## config.mk

```make
export PLATFORM = sky130hd
export DESIGN_NAME = handheld_io_register_block_top
export DESIGN_NICKNAME = d
export VERILOG_FILES = /design/src/rtl/hirb_pkg.sv /design/src/rtl/hirb_keypad.sv /design/src/rtl/handheld_io_register_block_top.sv
export VERILOG_INCLUDE_DIRS = /design/src /design/src/rtl
export SDC_FILE = /design/constraint.sdc
export NUM_CORES = 2
export LEC_CHECK = 0
export ABC_AREA = 1
export BUFFER_PORTS_ARGS = -buffer_cell sky130_fd_sc_hd__buf_2
export CORE_MARGIN = 10
export CORE_UTILIZATION = 50
export DETAILED_ROUTE_END_ITERATION = 7
export GPL_TIMING_DRIVEN = 1
export PLACE_DENSITY = 0.68
export SYNTH_ARGS = -nofsm -noshare
export SYNTH_HDL_FRONTEND = slang
export SYNTH_SLANG_ARGS = --single-unit
```

## constraint.sdc

```tcl
create_clock -name clk -period 3.75 [get_ports clk]
set_input_delay 0.75 -clock clk [delete_from_list [all_inputs] [get_ports clk]]
set_output_delay 0.75 -clock clk [all_outputs]
set_load 0.01 [all_outputs]
```

## src/rtl/handheld_io_register_block_top_macros.svh

```systemverilog
// assertion macros for the handheld io register block
`ifndef HANDHELD_IO_REGISTER_BLOCK_TOP_MACROS_SVH
`define HANDHELD_IO_REGISTER_BLOCK_TOP_MACROS_SVH

// implication checked on every rising clock edge outside reset
`define HIRB_ASSERT_IMP(label, clk, rst_n, ante, cons, msg) \
    label: assert property (@(posedge clk) disable iff (!rst_n) (ante) |-> (cons)) \
        else $error(msg);

// next-cycle implication checked outside reset
`define HIRB_ASSERT_NEXT(label, clk, rst_n, ante, cons, msg) \
    label: assert property (@(posedge clk) disable iff (!rst_n) (ante) |=> (cons)) \
        else $error(msg);

`endif

```

## src/rtl/hirb_pkg.sv

```systemverilog
// ----------------------------------------------------------------------------
// hirb_pkg
// types and constants shared by the handheld io register block
// ----------------------------------------------------------------------------
package hirb_pkg;

    typedef enum logic [1:0] {
        KIND_READ   = 2'd0,
        KIND_WRITE  = 2'd1,
        KIND_KEYPAD = 2'd2,
        KIND_LCDACK = 2'd3
    } kind_t;

    typedef enum logic [2:0] {
        REGION_NOR   = 3'd0,
        REGION_VOL0  = 3'd1,
        REGION_VOL1  = 3'd2,
        REGION_VOL2  = 3'd3,
        REGION_NONE  = 3'd4
    } region_t;

    // io register addresses with side effects
    localparam logic [5:0] ADDR_BANK    = 6'h00;
    localparam logic [5:0] ADDR_CLKCTL  = 6'h05;
    localparam logic [5:0] ADDR_LCD     = 6'h06;
    localparam logic [5:0] ADDR_KEYOUT  = 6'h08;
    localparam logic [5:0] ADDR_SCAN    = 6'h09;
    localparam logic [5:0] ADDR_ROMSEL  = 6'h0A;
    localparam logic [5:0] ADDR_KEYSTAT = 6'h0B;
    localparam logic [5:0] ADDR_LCDHI   = 6'h0C;
    localparam logic [5:0] ADDR_VOLUME  = 6'h0D;
    localparam logic [5:0] ADDR_KEYMASK = 6'h15;
    localparam logic [5:0] ADDR_WAVECTL = 6'h20;
    localparam logic [5:0] ADDR_WAVEDAT = 6'h22;
    localparam logic [5:0] ADDR_WAVECMD = 6'h23;
    localparam logic [5:0] ADDR_CLKSEC  = 6'h3B;
    localparam logic [5:0] ADDR_CLKSTAT = 6'h3D;
    localparam logic [5:0] ADDR_CLKIDX  = 6'h3E;
    localparam logic [5:0] ADDR_CLKDAT  = 6'h3F;

    // command and marker values
    localparam logic [7:0] WAVE_STORE    = 8'hC2;
    localparam logic [7:0] WAVE_STORE_INC = 8'hC4;
    localparam logic [7:0] WAVE_END      = 8'h80;
    localparam logic [7:0] WAVE_START_A  = 8'h80;
    localparam logic [7:0] WAVE_START_B  = 8'h40;
    localparam logic [7:0] CLK_STAT_VAL  = 8'hF8;
    localparam logic [7:0] KEY_ALL_ROWS  = 8'h7F;
    localparam logic [7:0] KEY_ROW7_ON   = 8'hFE;

    // window mapping: volume, slot, low page
    typedef struct packed {
        logic [1:0] vol;
        logic [3:0] slot;
        logic       page;
    } window_t;

    typedef struct packed {
        region_t    region;
        logic [7:0] bank;
    } bank_t;

    // bank region from bank number and volume register
    function automatic region_t bank_region(input logic [7:0] b, input logic [7:0] v);
        region_t r;
        if (b < 8'h20)
            r = REGION_NOR;
        else if (b[7])
            r = v[0] ? REGION_VOL1 : (v[1] ? REGION_VOL2 : REGION_VOL0);
        else
            r = REGION_NONE;
        return r;
    endfunction

endpackage

```

## src/rtl/hirb_keypad.sv

```systemverilog
// ----------------------------------------------------------------------------
// hirb_keypad
// keypad row store and scan decode for a write to the scan register
// ----------------------------------------------------------------------------
module hirb_keypad (
    input  logic       clk,
    input  logic       rst_n,
    input  logic       row_we,
    input  logic [5:0] row_addr,
    input  logic [7:0] row_data,
    input  logic [7:0] scan,
    input  logic [7:0] key_mask,
    output logic       out_we,
    output logic [7:0] out_val,
    output logic       stat_set,
    output logic       stat_clr
);
    import hirb_pkg::*;

    logic [7:0] rows_reg [8];
    logic [7:0] all_rows;

    // row store
    always_ff @(posedge clk or negedge rst_n)
    begin
        if (!rst_n)
        begin
            for (int i = 0; i < 8; i++)
                rows_reg[i] <= '0;
        end
        else if (row_we && row_addr[5:3] == 3'd0)
        begin
            rows_reg[row_addr[2:0]] <= row_data;
        end
    end

    // scan decode
    always_comb
    begin
        all_rows = '0;
        for (int i = 0; i < 8; i++)
            all_rows = all_rows | rows_reg[i];
        out_we   = 1'b0;
        out_val  = all_rows;
        stat_set = 1'b0;
        stat_clr = 1'b0;
        if ($onehot(scan))
        begin
            out_we = 1'b1;
            for (int i = 0; i < 8; i++)
                if (scan[i])
                    out_val = rows_reg[i];
        end
        else if (scan == 8'h00)
        begin
            stat_set = (rows_reg[7] != KEY_ROW7_ON);
            stat_clr = (rows_reg[7] == KEY_ROW7_ON);
        end
        else if (scan == KEY_ALL_ROWS && key_mask == KEY_ALL_ROWS)
        begin
            out_we = 1'b1;
        end
    end
endmodule

```

## src/rtl/handheld_io_register_block_top.sv

```systemverilog
// result: an accepted item's result is in the output register in the next cycle
// throughput: one item per cycle; a skid-free output register with stall on m_axis_tready
// all side effects of an item complete in the cycle it is accepted
// reset: side-effect registers, keypad rows and latches clear; io and clock stores
// read as zero until written through valid flags cleared at reset; wave buffer not cleared
// ----------------------------------------------------------------------------
// handheld_io_register_block_top
// io register file with bank/window latches, clock store, keypad and wave buffer
// ----------------------------------------------------------------------------
`include "handheld_io_register_block_top_macros.svh"

module handheld_io_register_block_top #(
    parameter int CLOCK_BYTES = 80,
    parameter int WAVE_BYTES  = 32
) (
    input  logic        clk,
    input  logic        rst_n,
    input  logic        s_axis_tvalid,
    output logic        s_axis_tready,
    // tdata: address[5:0], data[13:6], zero [15:14]
    input  logic [15:0] s_axis_tdata,
    // tuser: kind[1:0]
    input  logic [1:0]  s_axis_tuser,
    output logic        m_axis_tvalid,
    input  logic        m_axis_tready,
    // tdata: read_data[7:0], bank_region[10:8], bank_number[18:11],
    // low_window_page[19], bbs_volume[21:20], bbs_slot[25:22], sleeping[26],
    // lcd_start[40:27], clock_flag_bits[43:41], wave_count[49:44],
    // wave_collecting[50], zero [55:51]
    output logic [55:0] m_axis_tdata
);
    import hirb_pkg::*;

    localparam int WIW = $clog2(WAVE_BYTES + 1);
    localparam int WAW = $clog2(WAVE_BYTES);
    localparam int CAW = $clog2(CLOCK_BYTES);

    // source of the read byte in the result
    localparam logic [1:0] RD_DIRECT = 2'd0;
    localparam logic [1:0] RD_IO     = 2'd1;
    localparam logic [1:0] RD_CLOCK  = 2'd2;

    // plain io storage, a full copy of every write
    logic [7:0]             io_mem [64];
    logic [63:0]            io_vld_reg;
    logic [7:0]             io_rd_reg;
    logic                   io_rdv_reg;
    // clock store, with the two bytes that are read at fixed places
    logic [7:0]             clk_mem [CLOCK_BYTES];
    logic [CLOCK_BYTES-1:0] clk_vld_reg;
    logic [7:0]             clk_rd_reg;
    logic                   clk_rdv_reg;
    logic [7:0]             cprot_reg;
    logic [7:0]             csec_reg;
    // io registers with side effects or fixed readers
    logic [7:0]             iobank_reg;
    logic [7:0]             clkctl_reg;
    logic [7:0]             keyout_reg;
    logic [7:0]             scan_reg;
    logic [7:0]             romsel_reg;
    logic [7:0]             keystat_reg;
    logic [7:0]             lcdhi_reg;
    logic [7:0]             volume_reg;
    logic [7:0]             keymask_reg;
    logic [7:0]             wavectl_reg;
    logic [7:0]             wavedat_reg;
    logic [7:0]             clkstat_reg;
    logic [7:0]             clkidx_reg;

    logic [7:0]     wave_mem [WAVE_BYTES];
    logic [WIW-1:0] widx_reg;
    logic           wflag_reg;
    logic           sleep_reg;
    logic [13:0]    lcd_reg;
    logic [2:0]     cflags_reg;
    bank_t          bank_reg;
    window_t        win_reg;
    logic [55:0]    out_reg;
    logic           ovalid_reg;
    logic [1:0]     rsel_reg;

    logic           accept;
    kind_t          kind;
    logic [5:0]     addr;
    logic [7:0]     wdata;
    logic           wr;
    logic [7:0]     old;
    logic [7:0]     rd;
    logic [1:0]     rd_src;
    logic [7:0]     rd_out;
    logic [7:0]     idx;
    logic           crd_ok;
    logic [CAW-1:0] crd_addr;
    logic [10:0]    cw;
    logic [CAW-1:0] cidx_wrap;
    logic           cwe;
    logic [CAW-1:0] caddr;
    logic [7:0]     cval;
    logic           kp_we, kp_set, kp_clr;
    logic [7:0]     kp_val;
    logic [7:0]     vol_n, bnk_n, sel_n;
    logic [WIW-1:0] widx_next;
    logic           wflag_next, sleep_next;
    logic [13:0]    lcd_next;
    logic [2:0]     cflags_next;
    bank_t          bank_next;
    window_t        win_next;
    logic           wave_we;
    logic [1:0]     vsel;

    assign s_axis_tready = !ovalid_reg || m_axis_tready;
    assign accept   = s_axis_tvalid && s_axis_tready;
    assign kind     = kind_t'(s_axis_tuser);
    assign addr     = s_axis_tdata[5:0];
    assign wdata    = s_axis_tdata[13:6];
    assign wr       = accept && kind == KIND_WRITE;
    assign idx      = clkidx_reg;
    assign crd_addr = CAW'(idx);

    // clock index wrapped into the store by compare and subtract
    always_comb
    begin
        cw = {3'b000, idx};
        for (int k = 3; k >= 0; k--)
            if (cw >= 11'(CLOCK_BYTES << k))
                cw = cw - 11'(CLOCK_BYTES << k);
        cidx_wrap = CAW'(cw);
    end

    hirb_keypad u_keypad (
        .clk      (clk),
        .rst_n    (rst_n),
        .row_we   (accept && kind == KIND_KEYPAD),
        .row_addr (addr),
        .row_data (wdata),
        .scan     (wdata),
        .key_mask (keymask_reg),
        .out_we   (kp_we),
        .out_val  (kp_val),
        .stat_set (kp_set),
        .stat_clr (kp_clr)
    );

    // previous value of registers whose write compares
    always_comb
    begin
        case (addr)
            ADDR_BANK:   old = iobank_reg;
            ADDR_CLKCTL: old = clkctl_reg;
            ADDR_ROMSEL: old = romsel_reg;
            ADDR_VOLUME: old = volume_reg;
            default:     old = 8'h00;
        endcase
    end

    // read path, memories answer in the next cycle
    always_comb
    begin
        crd_ok = 32'(idx) < CLOCK_BYTES;
        rd     = 8'h00;
        rd_src = RD_DIRECT;
        if (kind == KIND_READ)
        begin
            case (addr)
                ADDR_BANK:    rd = iobank_reg;
                ADDR_CLKCTL:  rd = clkctl_reg;
                ADDR_KEYOUT:  rd = keyout_reg;
                ADDR_SCAN:    rd = scan_reg;
                ADDR_ROMSEL:  rd = romsel_reg;
                ADDR_KEYSTAT: rd = keystat_reg;
                ADDR_LCDHI:   rd = lcdhi_reg;
                ADDR_VOLUME:  rd = volume_reg;
                ADDR_KEYMASK: rd = keymask_reg;
                ADDR_WAVECTL: rd = wavectl_reg;
                ADDR_WAVEDAT: rd = wavedat_reg;
                ADDR_CLKSTAT: rd = clkstat_reg;
                ADDR_CLKIDX:  rd = clkidx_reg;
                ADDR_CLKSEC:
                    if (clkstat_reg[1:0] == 2'b00)
                        rd = csec_reg & 8'hFE;
                    else
                        rd_src = RD_IO;
                ADDR_CLKDAT:
                    if (crd_ok)
                        rd_src = RD_CLOCK;
                default:      rd_src = RD_IO;
            endcase
        end
    end

    // clock store write decode
    always_comb
    begin
        cwe   = 1'b0;
        caddr = cidx_wrap;
        cval  = wdata;
        if (wr && addr == ADDR_CLKDAT)
        begin
            if (idx >= 8'h07)
            begin
                cwe = 1'b1;
                if (idx == 8'h0B)
                    cval = {wdata[7], cprot_reg[6:0]};
            end
            else
            begin
                cwe = !cprot_reg[7];
            end
        end
    end

    // mapping values after this write
    always_comb
    begin
        vol_n = (wr && addr == ADDR_VOLUME) ? wdata : volume_reg;
        bnk_n = (wr && addr == ADDR_BANK) ? wdata : iobank_reg;
        sel_n = romsel_reg;
        vsel  = (vol_n[1:0] == 2'd1) ? 2'd1 : ((vol_n[1:0] == 2'd3) ? 2'd2 : 2'd0);
    end

    // status and latch update
    always_comb
    begin
        widx_next   = widx_reg;
        wflag_next  = wflag_reg;
        sleep_next  = sleep_reg;
        lcd_next    = lcd_reg;
        cflags_next = cflags_reg;
        bank_next   = bank_reg;
        win_next    = win_reg;
        wave_we     = 1'b0;
        if (accept && kind == KIND_LCDACK)
            lcd_next = '0;
        if (wr && wdata != old)
        begin
            case (addr)
                ADDR_BANK:
                begin
                    bank_next.region = bank_region(bnk_n, vol_n);
                    bank_next.bank   = bnk_n;
                end
                ADDR_ROMSEL:  win_next.slot = wdata[3:0];
                ADDR_VOLUME:
                begin
                    win_next.vol     = vsel;
                    win_next.slot    = sel_n[3:0];
                    win_next.page    = sel_n[2];
                    bank_next.region = bank_region(bnk_n, vol_n);
                    bank_next.bank   = bnk_n;
                end
                default: ;
            endcase
        end
        if (wr)
        begin
            case (addr)
                ADDR_CLKCTL:
                    if (old[3] != wdata[3])
                        sleep_next = !wdata[3];
                ADDR_LCD:
                    if (lcd_reg == '0)
                        lcd_next = {lcdhi_reg[1:0], wdata, 4'h0};
                ADDR_WAVECTL:
                    if (wdata == WAVE_START_A || wdata == WAVE_START_B)
                    begin
                        wflag_next = 1'b1;
                        widx_next  = '0;
                    end
                ADDR_WAVECMD:
                    if (wdata == WAVE_STORE || wdata == WAVE_STORE_INC)
                    begin
                        if (32'(widx_reg) < WAVE_BYTES)
                        begin
                            wave_we = 1'b1;
                            if (wdata == WAVE_STORE_INC)
                                widx_next = widx_reg + 1'b1;
                        end
                    end
                    else if (wdata == WAVE_END)
                    begin
                        wflag_next = 1'b0;
                        widx_next  = '0;
                    end
                ADDR_CLKDAT:
                    if (idx == 8'h0B || idx == 8'h0A)
                        cflags_next = cflags_reg | wdata[2:0];
                default: ;
            endcase
        end
    end

    // io registers with side effects
    always_ff @(posedge clk or negedge rst_n)
    begin
        if (!rst_n)
        begin
            iobank_reg  <= '0;
            clkctl_reg  <= '0;
            keyout_reg  <= '0;
            scan_reg    <= '0;
            romsel_reg  <= '0;
            keystat_reg <= '0;
            lcdhi_reg   <= '0;
            volume_reg  <= '0;
            keymask_reg <= '0;
            wavectl_reg <= '0;
            wavedat_reg <= '0;
            clkstat_reg <= '0;
            clkidx_reg  <= '0;
        end
        else if (wr)
        begin
            case (addr)
                ADDR_BANK:    iobank_reg <= wdata;
                ADDR_CLKCTL:  clkctl_reg <= wdata;
                ADDR_LCD:     scan_reg <= scan_reg & 8'hFE;
                ADDR_KEYOUT:
                begin
                    keyout_reg  <= wdata;
                    keystat_reg <= keystat_reg & 8'hFE;
                end
                ADDR_SCAN:
                begin
                    scan_reg <= wdata;
                    if (kp_we)
                        keyout_reg <= kp_val;
                    if (kp_set)
                        keystat_reg <= keystat_reg | 8'h01;
                    else if (kp_clr)
                        keystat_reg <= keystat_reg & 8'hFE;
                end
                ADDR_ROMSEL:  romsel_reg <= wdata;
                ADDR_KEYSTAT: keystat_reg <= wdata;
                ADDR_LCDHI:   lcdhi_reg <= wdata;
                ADDR_VOLUME:  volume_reg <= wdata;
                ADDR_KEYMASK: keymask_reg <= wdata;
                ADDR_WAVECTL:
                    if (wdata == WAVE_START_A || wdata == WAVE_START_B)
                        wavectl_reg <= 8'h00;
                    else
                        wavectl_reg <= wdata;
                ADDR_WAVEDAT: wavedat_reg <= wdata;
                ADDR_WAVECMD:
                    if (wdata == WAVE_END)
                        wavectl_reg <= WAVE_END;
                ADDR_CLKSTAT: clkstat_reg <= wdata;
                ADDR_CLKIDX:  clkidx_reg <= wdata;
                ADDR_CLKDAT:
                    if (idx == 8'h0B)
                        clkstat_reg <= CLK_STAT_VAL;
                default: ;
            endcase
        end
    end

    // plain io storage
    always_ff @(posedge clk)
    begin
        if (wr)
            io_mem[addr] <= wdata;
        if (accept)
            io_rd_reg <= io_mem[addr];
    end

    // io written flags
    always_ff @(posedge clk or negedge rst_n)
    begin
        if (!rst_n)
        begin
            io_vld_reg <= '0;
            io_rdv_reg <= 1'b0;
        end
        else
        begin
            if (wr)
                io_vld_reg[addr] <= 1'b1;
            if (accept)
                io_rdv_reg <= io_vld_reg[addr];
        end
    end

    // clock store
    always_ff @(posedge clk)
    begin
        if (cwe)
            clk_mem[caddr] <= cval;
        if (accept)
            clk_rd_reg <= clk_mem[crd_addr];
    end

    // clock written flags and fixed-place clock bytes
    always_ff @(posedge clk or negedge rst_n)
    begin
        if (!rst_n)
        begin
            clk_vld_reg <= '0;
            clk_rdv_reg <= 1'b0;
            cprot_reg   <= '0;
            csec_reg    <= '0;
        end
        else
        begin
            if (cwe)
            begin
                clk_vld_reg[caddr] <= 1'b1;
                if (32'(caddr) == 32'h0B)
                    cprot_reg <= cval;
                if (32'(caddr) == 32'(ADDR_CLKSEC))
                    csec_reg <= cval;
            end
            if (accept)
                clk_rdv_reg <= clk_vld_reg[crd_addr];
        end
    end

    // wave buffer, never read out
    always_ff @(posedge clk)
    begin
        if (wave_we)
            wave_mem[widx_reg[WAW-1:0]] <= wavedat_reg;
    end

    // status registers
    always_ff @(posedge clk or negedge rst_n)
    begin
        if (!rst_n)
        begin
            widx_reg   <= '0;
            wflag_reg  <= 1'b0;
            sleep_reg  <= 1'b0;
            lcd_reg    <= '0;
            cflags_reg <= '0;
            bank_reg   <= '{region: REGION_NOR, bank: 8'h00};
            win_reg    <= '0;
        end
        else
        begin
            widx_reg   <= widx_next;
            wflag_reg  <= wflag_next;
            sleep_reg  <= sleep_next;
            lcd_reg    <= lcd_next;
            cflags_reg <= cflags_next;
            bank_reg   <= bank_next;
            win_reg    <= win_next;
        end
    end

    // result register
    always_ff @(posedge clk or negedge rst_n)
    begin
        if (!rst_n)
        begin
            ovalid_reg <= 1'b0;
            rsel_reg   <= RD_DIRECT;
        end
        else
        begin
            if (s_axis_tready)
                ovalid_reg <= s_axis_tvalid;
            if (accept)
                rsel_reg <= rd_src;
        end
    end

    always_ff @(posedge clk)
    begin
        if (accept)
            out_reg <= {5'd0, wflag_next, 6'(widx_next), cflags_next, lcd_next,
                        sleep_next, win_next.slot, win_next.vol, win_next.page,
                        bank_next.bank, 3'(bank_next.region), rd};
    end

    // read byte from the register or from a memory
    always_comb
    begin
        case (rsel_reg)
            RD_IO:    rd_out = io_rdv_reg ? io_rd_reg : 8'h00;
            RD_CLOCK: rd_out = clk_rdv_reg ? clk_rd_reg : 8'h00;
            default:  rd_out = out_reg[7:0];
        endcase
    end

    assign m_axis_tvalid = ovalid_reg;
    assign m_axis_tdata  = {out_reg[55:8], rd_out};

    `HIRB_ASSERT_NEXT(a_out_valid, clk, rst_n, accept, m_axis_tvalid,
        "accepted item gave no result")
    `HIRB_ASSERT_NEXT(a_hold, clk, rst_n, m_axis_tvalid && !m_axis_tready,
        m_axis_tvalid && $stable(m_axis_tdata), "stalled result changed")
    `HIRB_ASSERT_IMP(a_widx, clk, rst_n, 1'b1, 32'(widx_reg) <= WAVE_BYTES,
        "wave index past buffer")
    `HIRB_ASSERT_IMP(a_lcd_low, clk, rst_n, 1'b1, lcd_reg[3:0] == 4'h0,
        "lcd latch low nibble set")
endmodule
```

==> impl_metrics.json <==
{
  "status": "completed",
  "post-route-util_pct": 57.8,
  "hold_class": "primary input to flip-flop",
  "finalSetupViolCount": 0,
  "cts_setup_buffers": 0,
  "syn2layout_area_growth_pct": 14.9,
  "tritoncts": "yes",
  "antenna_found_initial": 13,
  "coreArea_mm2": 0.128,
  "synth-seq-cells": 1594,
  "pin_count": 80,
  "critPathLaunchType": "flip-flop",
  "dieHeight_um": 379,
  "final_antenna_net_count": 0,
  "pre_cts_slack_ns": -0.230,
  "grt_pass1_wl_mm": 277,
  "total_power_w": 0.0388,
  "grt.total_usage_pct": 25.7,
  "grt_overflow": 0,
  "combPwrFrac_pct": 7.0,
  "intPower_w": 0.0297,
  "reg2reg_depth": 16,
  "min_delay_path_depth": 4,
  "async_flop_share_pct": 23.5,
  "crit_buf_inv": 3,
  "htree_num_levels": 4,
  "ys_warn_count": 0,
  "p_leak_nw": 27.8,
  "finalHoldViolCount": 0,
  "start_util_pct": 50.3,
  "ir_worst_vdd_mv": 0.453,
  "max_slew_margin_pct": 28.3,
  "drt-vias-per-instance": 6.06,
  "synth_edf_count": 1219,
  "ys_types": 57,
  "synth_ff_type": "edfxtp_1",
  "critPathSlowestCell": "a31oi_1",
  "max-cap-violations": 0,
  "critPathMaxStageDelay_ns": 0.59,
  "worstPathCellList": "inv_1 > ha_1 > inv_1 > nor2_1 > a31oi_1 > buf_2",
  "clockBufferDepth": 3,
  "path_class": "flip-flop to output pin",
  "port_buffers": 72,
  "power_switching_w": 0.00905,
  "setup_slack_ns": 0.266,
  "largest_register_ffs": 640,
  "layout.nets": 5477,
  "clk-insertion-delay-late_ns": 0.79,
  "drive_gt1_share_pct": 14.1,
  "swShare_pct": 23.3,
  "cts_resized": 0,
  "rsz0062_at_grt": "no",
  "path_depth": 6,
  "dr.pass1.iters": 6,
  "wl_per_cell_um": 25.8,
  "regArea_mm2": 0.0460,
  "cp_common_cell": "inv_1",
  "timing.final.crit_share_pct": 92.9,
  "cts_sinks": 1594,
  "end_kind": "output pin",
  "clockPowerShare_pct": 43.0,
  "ys_seq_area_share_pct": 71.6,
  "drt_iter0_drc": 5295,
  "required_ns": 3.00,
  "place_hpwl_mm": 119,
  "gp_congestion": 0.937,
  "seqPwrFrac_pct": 50.0,
  "clk_pin_slew_ns": 0.06,
  "cts-root-buf": "clkbuf_16",
  "fillerInstances": 10100,
  "worstPathArrival_ns": 2.73,
  "die_x_um": 379,
  "grt_pass1_vias": 42600,
  "slew_viol_final": 0,
  "routed_wl_mm": 187,
  "syn_avg_cell_area_um2": 12.4,
  "cts_buffers": 163,
  "std_cell_rows": 131,
  "crit_family": "buffers and inverters",
  "finalWorstPathRequiredPeriod_ns": 3.48,
  "skew_ns": 0.0357,
  "multi_input_area_mm2": 0.0160,
  "grt_max_degree": 85,
  "netlist_area_mm2": 0.0643,
  "fmax_ghz": 0.287,
  "syn-instance-count": 5197,
  "p_per_area_mw_per_mm2": 525,
  "route.vias.total": 43900,
  "tightest_slew_ns": 1.08,
  "drcViolationCount": 0,
  "hold-worst-slack_ns": 0.240,
  "dieArea_mm2": 0.143,
  "critPathMaxFanout": 16
}
==> routing by layer <==
layer | global-route usage (%) | part of all wire, % | vias up
li1 | - | - | 19300
met1 | 34.4 | 39 | 21800
met5 | 0 | 0.018 | -
met4 | 12.2 | 4.9 | 6
met3 | 5.20 | 9.6 | 483
met2 | 40.3 | 46 | 2359
==> cell usage in the layout (no fill, tap or decap), drive strengths merged, types with 67 or more instances in the layout <==
| master | instances |
|---|---|
| a21oi | 231 |
| a22oi | 355 |
| buf | 392 |
| clkbuf | 208 |
| dfrtp | 375 |
| edfxtp | 1219 |
| inv | 259 |
| nand2 | 1080 |
| nand3 | 133 |
| nor2 | 383 |
| o21ai | 288 |
| or2 | 67 |
==> cells in the mapped netlist, types with 12 or more instances <==
master | n | area share [%]
edfxtp_1 | 1219 | 57
nand2_1 | 1073 | 6.3
dfrtp_1 | 375 | 15
nor2_1 | 364 | 2.1
a22oi_1 | 354 | 4.1
o21ai_0 | 278 | 2.2
inv_1 | 231 | 1.3
a21oi_1 | 230 | 1.8
clkbuf_1 | 226 | 1.3
nand3_1 | 133 | 1.0
or2_2 | 67 | 0.65
a22o_1 | 58 | 0.79
buf_4 | 50 | 0.58
o21bai_1 | 43 | 0.50
a221oi_1 | 41 | 0.56
o2111ai_1 | 38 | 0.52
o22ai_1 | 33 | 0.32
nor3_1 | 30 | 0.23
buf_1 | 27 | 0.16
o211ai_1 | 26 | 0.30
o31ai_1 | 26 | 0.30
buf_2 | 25 | 0.19
nand4_1 | 25 | 0.24
mux2i_1 | 24 | 0.37
ha_1 | 21 | 0.41
nor4_1 | 15 | 0.15
o221ai_1 | 15 | 0.20
a21boi_0 | 14 | 0.16
inv_2 | 14 | 0.082
a31oi_1 | 13 | 0.13
nor2_2 | 13 | 0.13
o311ai_0 | 12 | 0.16
==> area by class of cell <==
cell class,instances,area share (%)
Clock buffer,208,5.96
Timing Repair Buffer,393,4.41
Inverter,254,1.32
Multi-Input combinational cell,3024,21.6
Clock inverter,96,1.53
Sequential cell,1594,62.3
Tap cell,1662,2.82
Antenna cell,7,0.0237
==> power by group through the flow <==
stage	combinational, W	clock, W	sequential (W)
global placement	0.00264	0	0.0197
floorplan	0.00147	0	0.0197
finish	0.00271	0.0167	0.0194
detailed placement	0.00267	0	0.0198
global route	0.00290	0.0175	0.0194
CTS	0.00269	0.0168	0.0194
==> final timing paths <==
check	slack, ns	startpoint	endpoint
max	0.27	rsel_reg[0]$_DFFE_PN0P_	m_axis_tdata[3]
min reg2reg	0.45	clk_vld_reg[25]$_DFFE_PN0P_	clk_vld_reg[25]$_DFFE_PN0P_
max in group asynchronous	2.32	rst_n	clkidx_reg[0]$_DFFE_PN0P_
max reg2reg	0.29	clkidx_reg[5]$_DFFE_PN0P_	clk_mem[11][5]$_DFFE_PP_
min	0.24	m_axis_tready	m_axis_tvalid$_DFFE_PN0N_
min in group asynchronous	0.50	rst_n	m_axis_tvalid$_DFFE_PN0N_
==> repair_timing <==
action / CTS / global route
hold buffers: 1 / 0
endpoints found under the hold margin: 56 / 0
endpoints found under the setup margin: 0 / 0
==> tightest hold or removal path: cells and delay by family <==
kind          cells  cell delay [ns]
simple gates      2             0.14
buf+inv           2             0.11
==> kinds of logic (layout without fill, tap and decap cells) <==
family | Yosys count | after routing | synth area share (%)
simple gates | 1739 | 1739 | 11.1
mux | 31 | 31 | 0.496
flops | 1594 | 1594 | 71.6
other cells | 1 | 12 | 0.00583
compound gates | 1220 | 1220 | 12.5
buf+inv | 583 | 951 | 3.76
fa+ha+maj | 25 | 25 | 0.533
xor+xnor | 4 | 4 | 0.0545
==> per-stage QoR <==
stage          cells  instance area [um2]  setup TNS, ns
3_5_place_dp    6926                68300          -1.75
5_1_grt         7233                73800              0
3_3_place_gp    6926                68300          -2.13
6_report        7238                73800              0
4_1_cts         7231                73800              0
2_1_floorplan   5201                64500          -1.44
No activity file was read; power rests on OpenSTA's default activity.
